## src/rtl/apa_pkg.sv

```systemverilog
// ----------------------------------------------------------------------------
// apa_pkg: shared types and constants of the address pool allocator
// constants for the bitmap cell row, the request kinds and the cell control
// ----------------------------------------------------------------------------
package apa_pkg;

    localparam int POOL_SIZE  = 255;
    localparam int ADDR_W     = 8;
    localparam int COUNT_W    = 8;
    localparam int CELL_W     = 16;
    localparam int NUM_CELLS  = 16;
    localparam int BIT_IDX_W  = $clog2(CELL_W);
    localparam int CELL_IDX_W = $clog2(NUM_CELLS);
    localparam int POP_W      = $clog2(CELL_W + 1);

    typedef enum logic [2:0] {
        KIND_PEEK    = 3'd0,
        KIND_ACQUIRE = 3'd1,
        KIND_LEASE   = 3'd2,
        KIND_RELEASE = 3'd3,
        KIND_INIT    = 3'd4
    } apa_kind_t;

    typedef enum logic [1:0] {
        ST_IDLE,
        ST_SCAN,
        ST_HOLD
    } apa_state_t;

    // control broadcast to every cell of the row
    typedef struct packed {
        logic                  shift;
        logic                  fill;
        logic                  wr_en;
        logic                  wr_val;
        logic [CELL_IDX_W-1:0] wr_cell;
        logic [BIT_IDX_W-1:0]  wr_bit;
    } apa_cell_ctrl_t;

    // free bits of one cell after initialize; padding bits above the pool stay taken
    function automatic logic [CELL_W-1:0] fill_word(input int cell_id);
        logic [CELL_W-1:0] w;
        w = '0;
        for (int b = 0; b < CELL_W; b++) begin
            w[b] = ((cell_id * CELL_W + b) < POOL_SIZE);
        end
        return w;
    endfunction

    function automatic logic [POP_W-1:0] pop_count(input logic [CELL_W-1:0] w);
        logic [POP_W-1:0] n;
        n = '0;
        for (int b = 0; b < CELL_W; b++) begin
            n = n + POP_W'(w[b]);
        end
        return n;
    endfunction

endpackage

```

## src/rtl/apa_cell.sv

```systemverilog
// ----------------------------------------------------------------------------
// apa_cell: one cell of the free bitmap ring
// holds one word of free bits, loads its start word on initialize, its
// neighbor's word on a shift step and takes single-bit updates when selected
// ----------------------------------------------------------------------------
module apa_cell
    import apa_pkg::*;
(
    input  logic                 aclk,
    input  logic                 aresetn,
    input  apa_cell_ctrl_t       ctrl,
    input  logic                 sel,
    input  logic [CELL_W-1:0]    init_word,
    input  logic [CELL_W-1:0]    nb_word,
    output logic [CELL_W-1:0]    word
);

    logic [CELL_W-1:0] word_reg;
    logic [CELL_W-1:0] word_next;

    always_comb begin
        word_next = word_reg;
        priority if (ctrl.fill) begin
            word_next = init_word;
        end else if (ctrl.shift) begin
            word_next = nb_word;
        end else if (ctrl.wr_en && sel) begin
            word_next[ctrl.wr_bit] = ctrl.wr_val;
        end
    end

    always_ff @(posedge aclk) begin
        if (!aresetn) begin
            word_reg <= init_word;
        end else begin
            word_reg <= word_next;
        end
    end

    assign word = word_reg;

endmodule

```

## src/rtl/apa_ctrl.sv

```systemverilog
// ----------------------------------------------------------------------------
// apa_ctrl: request sequencer of the address pool allocator
// runs the free count, drives the cell row and searches the head cell for the
// n-th free address while the ring turns once
// ----------------------------------------------------------------------------
module apa_ctrl
    import apa_pkg::*;
(
    input  logic                 aclk,
    input  logic                 aresetn,
    input  logic                 s_valid,
    output logic                 s_ready,
    input  logic [2:0]           s_kind,
    input  logic [ADDR_W-1:0]    s_index,
    input  logic [ADDR_W-1:0]    s_address,
    output logic                 m_valid,
    input  logic                 m_ready,
    output logic [ADDR_W-1:0]    m_found_address,
    output logic                 m_status,
    output logic [COUNT_W-1:0]   m_free_count,
    output logic                 m_pool_empty,
    input  logic [CELL_W-1:0]    head_word,
    input  logic                 map_bit,
    output apa_cell_ctrl_t       cell_ctrl,
    output logic [CELL_W-1:0]    clr_mask
);

    localparam logic [COUNT_W-1:0] POOL_COUNT = COUNT_W'(POOL_SIZE);
    localparam logic [CELL_IDX_W-1:0] LAST_STEP = CELL_IDX_W'(NUM_CELLS - 1);

    apa_state_t               state_reg, state_next;
    logic [CELL_IDX_W-1:0]    step_reg, step_next;
    logic [ADDR_W-1:0]        remain_reg, remain_next;
    logic                     hit_reg, hit_next;
    logic                     acq_reg, acq_next;
    logic [ADDR_W-1:0]        found_reg, found_next;
    logic                     status_reg, status_next;
    logic [COUNT_W-1:0]       count_reg, count_next;

    logic                     m_valid_reg, m_valid_next;
    logic [ADDR_W-1:0]        m_found_reg;
    logic                     m_status_reg;
    logic [COUNT_W-1:0]       m_count_reg;
    logic                     m_empty_reg;

    apa_kind_t                kind;
    logic                     accept;
    logic                     load;
    logic                     is_find;
    logic                     in_range;
    logic                     addr_ok;
    logic [POP_W-1:0]         head_pop;
    logic                     head_hit;
    logic [CELL_W-1:0]        sel_oh;
    logic [BIT_IDX_W-1:0]     sel_bit;

    assign kind     = apa_kind_t'(s_kind);
    assign accept   = s_valid && s_ready;
    assign is_find  = (kind == KIND_PEEK) || (kind == KIND_ACQUIRE);
    assign in_range = s_index < count_reg;
    assign addr_ok  = s_address < ADDR_W'(POOL_SIZE);
    assign load     = (state_reg == ST_HOLD) && (!m_valid_reg || m_ready);

    // search inside the word now at the head of the ring
    assign head_pop = pop_count(head_word);
    assign head_hit = remain_reg < ADDR_W'(head_pop);

    always_comb begin
        sel_oh  = '0;
        sel_bit = '0;
        for (int j = 0; j < CELL_W; j++) begin
            sel_oh[j] = head_word[j]
                && (ADDR_W'(pop_count(head_word & ((CELL_W'(1) << j) - CELL_W'(1))))
                    == remain_reg);
        end
        for (int j = 0; j < CELL_W; j++) begin
            if (sel_oh[j]) begin
                sel_bit = sel_bit | BIT_IDX_W'(j);
            end
        end
    end

    // next state
    always_comb begin
        state_next = state_reg;
        unique case (state_reg)
            ST_IDLE: begin
                if (accept) begin
                    state_next = (is_find && in_range) ? ST_SCAN : ST_HOLD;
                end
            end
            ST_SCAN: begin
                if (step_reg == LAST_STEP) begin
                    state_next = ST_HOLD;
                end
            end
            ST_HOLD: begin
                if (load) begin
                    state_next = ST_IDLE;
                end
            end
            default: state_next = ST_IDLE;
        endcase
    end

    // outputs toward the input channel and the cell row
    always_comb begin
        s_ready   = 1'b0;
        cell_ctrl = '0;
        clr_mask  = '0;
        cell_ctrl.wr_cell = s_address[BIT_IDX_W +: CELL_IDX_W];
        cell_ctrl.wr_bit  = s_address[BIT_IDX_W-1:0];
        unique case (state_reg)
            ST_IDLE: begin
                s_ready = 1'b1;
                if (accept) begin
                    unique case (kind)
                        KIND_LEASE: begin
                            cell_ctrl.wr_en  = addr_ok && map_bit;
                            cell_ctrl.wr_val = 1'b0;
                        end
                        KIND_RELEASE: begin
                            cell_ctrl.wr_en  = addr_ok && !map_bit;
                            cell_ctrl.wr_val = 1'b1;
                        end
                        KIND_INIT: begin
                            cell_ctrl.fill = 1'b1;
                        end
                        default: begin
                        end
                    endcase
                end
            end
            ST_SCAN: begin
                cell_ctrl.shift = 1'b1;
                if (acq_reg && !hit_reg && head_hit) begin
                    clr_mask = sel_oh;
                end
            end
            ST_HOLD: begin
            end
            default: begin
            end
        endcase
    end

    // request datapath
    always_comb begin
        step_next   = step_reg;
        remain_next = remain_reg;
        hit_next    = hit_reg;
        acq_next    = acq_reg;
        found_next  = found_reg;
        status_next = status_reg;
        count_next  = count_reg;
        unique case (state_reg)
            ST_IDLE: begin
                if (accept) begin
                    step_next   = '0;
                    remain_next = s_index;
                    hit_next    = 1'b0;
                    acq_next    = (kind == KIND_ACQUIRE);
                    found_next  = '0;
                    status_next = is_find && !in_range;
                    unique case (kind)
                        KIND_LEASE: begin
                            if (addr_ok && map_bit) begin
                                count_next = count_reg - COUNT_W'(1);
                            end
                        end
                        KIND_RELEASE: begin
                            if (addr_ok && !map_bit) begin
                                count_next = count_reg + COUNT_W'(1);
                            end
                        end
                        KIND_INIT: begin
                            count_next = POOL_COUNT;
                        end
                        default: begin
                        end
                    endcase
                end
            end
            ST_SCAN: begin
                step_next = (step_reg == LAST_STEP) ? '0 : step_reg + CELL_IDX_W'(1);
                if (!hit_reg) begin
                    if (head_hit) begin
                        hit_next   = 1'b1;
                        found_next = {step_reg, sel_bit};
                        if (acq_reg) begin
                            count_next = count_reg - COUNT_W'(1);
                        end
                    end else begin
                        remain_next = remain_reg - ADDR_W'(head_pop);
                    end
                end
            end
            ST_HOLD: begin
            end
            default: begin
            end
        endcase
    end

    assign m_valid_next = load ? 1'b1 : (m_ready ? 1'b0 : m_valid_reg);

    always_ff @(posedge aclk) begin
        if (!aresetn) begin
            state_reg   <= ST_IDLE;
            step_reg    <= '0;
            hit_reg     <= 1'b0;
            count_reg   <= POOL_COUNT;
            m_valid_reg <= 1'b0;
        end else begin
            state_reg   <= state_next;
            step_reg    <= step_next;
            hit_reg     <= hit_next;
            count_reg   <= count_next;
            m_valid_reg <= m_valid_next;
        end
    end

    always_ff @(posedge aclk) begin
        remain_reg <= remain_next;
        acq_reg    <= acq_next;
        found_reg  <= found_next;
        status_reg <= status_next;
        if (load) begin
            m_found_reg  <= found_reg;
            m_status_reg <= status_reg;
            m_count_reg  <= count_reg;
            m_empty_reg  <= (count_reg == '0);
        end
    end

    assign m_valid         = m_valid_reg;
    assign m_found_address = m_found_reg;
    assign m_status        = m_status_reg;
    assign m_free_count    = m_count_reg;
    assign m_pool_empty    = m_empty_reg;

`ifndef ASSERT_OFF
    a_count_bound: assert property (@(posedge aclk) disable iff (!aresetn)
        count_reg <= POOL_COUNT)
        else $error("free count above pool size");

    a_ring_home: assert property (@(posedge aclk) disable iff (!aresetn)
        state_reg != ST_SCAN |-> step_reg == '0)
        else $error("cell ring not at home position outside a scan");

    a_scan_finds: assert property (@(posedge aclk) disable iff (!aresetn)
        (state_reg == ST_SCAN && step_reg == LAST_STEP) |=> hit_reg)
        else $error("in-range search ended without a free address");

    a_empty_flag: assert property (@(posedge aclk) disable iff (!aresetn)
        m_valid_reg |-> (m_empty_reg == (m_count_reg == '0)))
        else $error("empty flag disagrees with free count");
`endif

endmodule

```

## src/rtl/address_pool_allocator_top.sv

```systemverilog
// ----------------------------------------------------------------------------
// address_pool_allocator_top: bitmap free list of addresses 0 to 254
// peek, acquire, lease, release and initialize over a ring of bitmap cells
// ----------------------------------------------------------------------------
// peek and acquire with an index below the free count: the ring of 16 cells
//   turns once in scan steps, then the result waits in the hold state
// all other requests: the result waits in the hold state straight away
// the result enters the output register when that register is empty or m_ready
//   is high; a new request is taken in the cycle after that, so one at a time
// reset (aresetn low, synchronous): every address free, free count 255
// ----------------------------------------------------------------------------
module address_pool_allocator_top
    import apa_pkg::*;
(
    input  logic                 aclk,
    input  logic                 aresetn,
    input  logic                 s_valid,
    output logic                 s_ready,
    input  logic [2:0]           s_kind,
    input  logic [ADDR_W-1:0]    s_index,
    input  logic [ADDR_W-1:0]    s_address,
    output logic                 m_valid,
    input  logic                 m_ready,
    output logic [ADDR_W-1:0]    m_found_address,
    output logic                 m_status,
    output logic [COUNT_W-1:0]   m_free_count,
    output logic                 m_pool_empty
);

    // cell i holds addresses i*16 .. i*16+15 while the ring is at home;
    // during a search the words move one cell toward cell 0 each cycle,
    // so cell 0 shows word k in scan step k and the ring is home again
    // after 16 steps
    logic [CELL_W-1:0]  cell_word [NUM_CELLS];
    apa_cell_ctrl_t     cell_ctrl;
    logic [CELL_W-1:0]  clr_mask;
    logic [CELL_W-1:0]  wrap_word;
    logic               map_bit;

    // an acquired address drops out of the head word as it wraps around
    assign wrap_word = cell_word[0] & ~clr_mask;

    // current free bit of the request address, used by lease and release
    assign map_bit = cell_word[s_address[BIT_IDX_W +: CELL_IDX_W]][s_address[BIT_IDX_W-1:0]];

    for (genvar i = 0; i < NUM_CELLS; i++) begin : g_cell
        logic [CELL_W-1:0] nb_word;

        if (i == NUM_CELLS - 1) begin : g_wrap
            assign nb_word = wrap_word;
        end else begin : g_link
            assign nb_word = cell_word[i + 1];
        end

        apa_cell u_cell (
            .aclk      (aclk),
            .aresetn   (aresetn),
            .ctrl      (cell_ctrl),
            .sel       (cell_ctrl.wr_cell == CELL_IDX_W'(i)),
            .init_word (fill_word(i)),
            .nb_word   (nb_word),
            .word      (cell_word[i])
        );
    end

    // sequencer: free count, search through the head cell, output register
    apa_ctrl u_ctrl (
        .aclk            (aclk),
        .aresetn         (aresetn),
        .s_valid         (s_valid),
        .s_ready         (s_ready),
        .s_kind          (s_kind),
        .s_index         (s_index),
        .s_address       (s_address),
        .m_valid         (m_valid),
        .m_ready         (m_ready),
        .m_found_address (m_found_address),
        .m_status        (m_status),
        .m_free_count    (m_free_count),
        .m_pool_empty    (m_pool_empty),
        .head_word       (cell_word[0]),
        .map_bit         (map_bit),
        .cell_ctrl       (cell_ctrl),
        .clr_mask        (clr_mask)
    );

endmodule
```

## config.mk

```make
export PLATFORM = sky130hd
export DESIGN_NAME = address_pool_allocator_top
export DESIGN_NICKNAME = d
export VERILOG_FILES = /design/src/rtl/apa_pkg.sv /design/src/rtl/apa_cell.sv /design/src/rtl/apa_ctrl.sv /design/src/rtl/address_pool_allocator_top.sv
export SDC_FILE = /design/constraint.sdc
export NUM_CORES = 1
export LEC_CHECK = 0
export BUFFER_PORTS_ARGS = -buffer_cell sky130_fd_sc_hd__buf_2
export CAP_MARGIN = 25
export CORE_MARGIN = 3
export CORE_UTILIZATION = 49
export DETAILED_ROUTE_END_ITERATION = 12
export GPL_ROUTABILITY_DRIVEN = 0
export SLEW_MARGIN = 20
export SYNTH_ARGS = -nofsm -noshare
export SYNTH_HDL_FRONTEND = slang
export SYNTH_HIERARCHICAL = 1
export SYNTH_SLANG_ARGS = --single-unit
```

## constraint.sdc

```tcl
create_clock -name aclk -period 10.7 [get_ports aclk]
set_clock_uncertainty 0.15 [all_clocks]
set_input_delay 1.605 -clock aclk [delete_from_list [all_inputs] [get_ports aclk]]
set_output_delay 1.605 -clock aclk [all_outputs]
set_load 0.005 [all_outputs]
```

==> impl_metrics.csv <==
group,metric,value,unit
clock_network,cts_root_buf,"clkbuf_16",
synth,synth_compound_area_share,23.1,%
clock_network,post_cts_buffers,0,
pwr,p_sw,2.24,mW
synth,async_reset_ff_share,0,%
floorplanning,rows,80,
synth,synth_top_family_by_area,"compound AO/OA/AOI/OAI gates",
clock_network,cts_buffers,38,
setup_path,max_stage_delay,650,ps
outcome,status,"finished clean",
timing,rsz0062_at_grt,"false",
layout,final_nets,2781,
setup_path,rrSetupSlack,1390,ps
layout,multiInputGateArea,14600,um2
setup_path,critical_path_class,"flip-flop to flip-flop",
synth,synth_warnings,6,
clock_network,clk_pin_slew,60,ps
setup_path,cp.required,10870,ps
drt,initialDrtViolationCount,2927,
timing,fin_ws,1390,ps
setup_path,crit-reg2reg-launch,"g_cell[0].u_cell/word[0]",
setup_path,cp.arrival,9480,ps
pwr,pwr-share-clk,23.4,%
pwr,power_density,212,nW/um2
grt,gr-total-overflow,0,
grt,grt_first_pass_wirelength,120000,um
pwr,p_leak,9.27,nW
timing,hold_viol,0,
clock_network,cts_htree_levels,2,
timing,drv_slew,0,
layout,area_delta_synth_final,10.1,%
clock_network,cts.repair.resized,0,
synth,synth_edf_count,292,
timing,max_freq,107,MHz
placement,pre_cts_slack,1560,ps
grt,grt_pass1_vias,19300,
setup_path,crit_fanout,16,
synth,synth_top_area_share,36.6,%
synth,synth_cell_types,90,
drt,wl_per_cell,24.4,um
synth,muxShareOfSynthArea,6.23,%
drt,wirelength,81900,um
layout,fillers,4350,
clock_network,cts_num_sinks,308,
pwr,seq_power_share,29.2,%
floorplanning,io_pins,43,
layout,mostFrequentLayoutCells,"nor2_1 (330), edfxtp_1 (292), o21ai_0 (269), a21oi_1 (268), conb_1 (256)",
clock_network,clkLatencyLatePin,580,ps
timing,finalSetupTns,0,ps
layout,largest_reg_flops,256,
layout,regArea,9090,um2
synth,ys_top_cells_by_area,"edfxtp_1 (37%), a22oi_1 (5.9%), o21ai_0 (5.6%)",
timing,final.min_clock_period,9310,ps
floorplanning,start_util,49.9,%
min_path,holdCritPathClass,"flip-flop to flip-flop",
drt,route.detailed.drc,0,
setup_path,slowest_stage,"fa_1",
drt,dr.pass1.iters,6,
placement,dp_hpwl,57700,um
drt,viasPerCell,6.36,
clock_network,cts_tree,"yes",
timing,period_share,87.0,%
synth,yosysSeqAreaShare,37.9,%
setup_path,r2r-end,"g_cell[15].u_cell/word[0]",
drt,via_count,21300,
synth,synthAdderAreaFrac,2.56,%
min_path,hold_path.startpoint,"u_ctrl/found_reg[5]",
floorplanning,core-area,48000,um2
floorplanning,die_h,227,um
layout,layout_commonest_cell,"nor2_1",
pwr,p_int,3.36,mW
synth,syn_area,24000,um2
floorplanning,dieArea,51600,um2
pwr,switching_share,40.0,%
grt,grt_max_degree,172,
timing,finalSetupViolCount,0,
layout,layout-drive-gt1-share,10.0,%
synth,synth_top_cell_by_area,"edfxtp_1",
placement,port-buffer-count,42,
drt,ant_nets,0,
setup_path,crit_path_frequent_cell,"ha_1",
setup_path,endpoint_kind,"flip-flop",
setup_path,cp-start-kind,"flip-flop",
synth,syn_avg_cell_area,9.43,um2
min_path,hold_end,"u_ctrl/m_found_address[5]",
synth,yosys_register_bits,308,
clock_network,clk_path_buf_depth,3,
grt,antenna_found_initial,2,
clock_network,cts_hold_buffers,0,
pwr,irDropWorstVdd,0.275,mV
pwr,pwr-share-comb,47.4,%
synth,synth_ff_type,"edfxtp_1",
synth,synth_xor_area_share,4.31,%
min_path,worstHoldPathCells,0,
setup_path,r2r_cells,30,
job,maxCapViolCount,0,
timing,maxSlewHeadroom,23.5,%
synth,syn-instance-count,2544,
timing,worst_slew_pin_slew,1150,ps
grt,grt.total_usage,30.8,%
floorplanning,die_x,227,um
synth,yosys.area_share.simple,20.6,%
## how the worst max path moves through the flow
stage	end	depth (start not counted)	from
floorplan	u_ctrl/count_reg[3]	29	g_cell[0].u_cell/word[0]
global placement	g_cell[15].u_cell/word[0]	30	g_cell[0].u_cell/word[0]
detailed placement	g_cell[15].u_cell/word[0]	30	g_cell[0].u_cell/word[0]
CTS	g_cell[15].u_cell/word[0]	30	g_cell[0].u_cell/word[0]
global route	g_cell[15].u_cell/word[0]	30	g_cell[0].u_cell/word[0]
finish	g_cell[15].u_cell/word[0]	30	g_cell[0].u_cell/word[0]
## cells by family (layout without fill, tap and decap cells)
family,count (synthesis),count (layout)
AO/OA/AOI/OAI,900,900
XOR/XNOR,106,106
adder cells (fa/ha/maj),48,48
buffers and inverters,237,178
flip-flops,308,308
multiplexers,103,103
other,2,258
AND/OR/NAND/NOR,840,840
## worst max-delay path, delay by kind of cell (launching register included)
| kind | cells | cell delay, ps |
|---|---|---|
| AOI/OAI and AO/OA | 3 | 390 |
| xor gates and xnor gates | 6 | 1580 |
| adders and majority gates | 12 | 4050 |
| buffers and inverters | 1 | 250 |
| DFF | 1 | 500 |
| and+or+nand+nor | 8 | 2100 |
## metal layers
layer  part of all wire, %  GRT usage [%]  vias up
li1                      -              -     9885
met2                    47           51.3     1116
met3                   8.7           5.05      206
met5                     0              0        -
met1                    40           40.4    10100
met4                   4.3           12.3        0
## power by group through the flow
stage | Clock [mW] | Sequential (mW) | Combinational, mW
after detailed placement | 0 | 1.66 | 2.59
after global routing | 1.37 | 1.64 | 2.92
final | 1.31 | 1.64 | 2.65
after global placement | 0 | 1.65 | 2.53
after CTS | 1.33 | 1.63 | 2.61
after floorplan | 0 | 1.54 | 2.17
## cell usage after synthesis, drive strengths merged, types with 4 or more instances
cell / number
nor4: 14
nand3: 42
and2b: 15
o21ai: 286
nand2b: 46
inv: 33
xor2: 33
nor4b: 20
dfxtp: 16
a22oi: 190
edfxtp: 292
a31oi: 12
and4b: 17
xnor2: 70
or4: 5
nand4bb: 5
a21o: 8
o22ai: 22
and4bb: 30
and2: 11
mux2i: 66
a32oi: 61
o221ai: 16
ha: 45
nand2: 77
o31ai: 4
nor2b: 74
o211ai: 5
or2: 16
nand4: 35
nand4b: 50
nand3b: 5
nor3: 22
nor2: 332
or3: 6
clkbuf: 42
mux4: 36
and3: 8
buf: 161
a21oi: 269
a22o: 5
## final cells by class
class / count / area share [%]
multi-input combinational: 2253 / 55.5
antenna: 2 / 0.0190
tap: 615 / 2.91
clock buffer: 46 / 3.83
inverter: 34 / 0.512
clock inverter: 22 / 0.891
sequential: 308 / 34.4
timing repair buffer: 76 / 1.92
## per-stage QoR
step	instance area [um2]	total power, mW	utilization [%]	hold slack [ps]	cells
after global routing	26400	5.93	54.9	278	3354
after global placement	25100	4.18	52.3	256	3284
after detailed placement	25100	4.25	52.3	255	3284
after CTS	26400	5.57	54.9	269	3352
after floorplan	24900	3.71	-	250	2798
final	26400	5.60	55.0	268	3356
(Power assumes the default switching activity.)
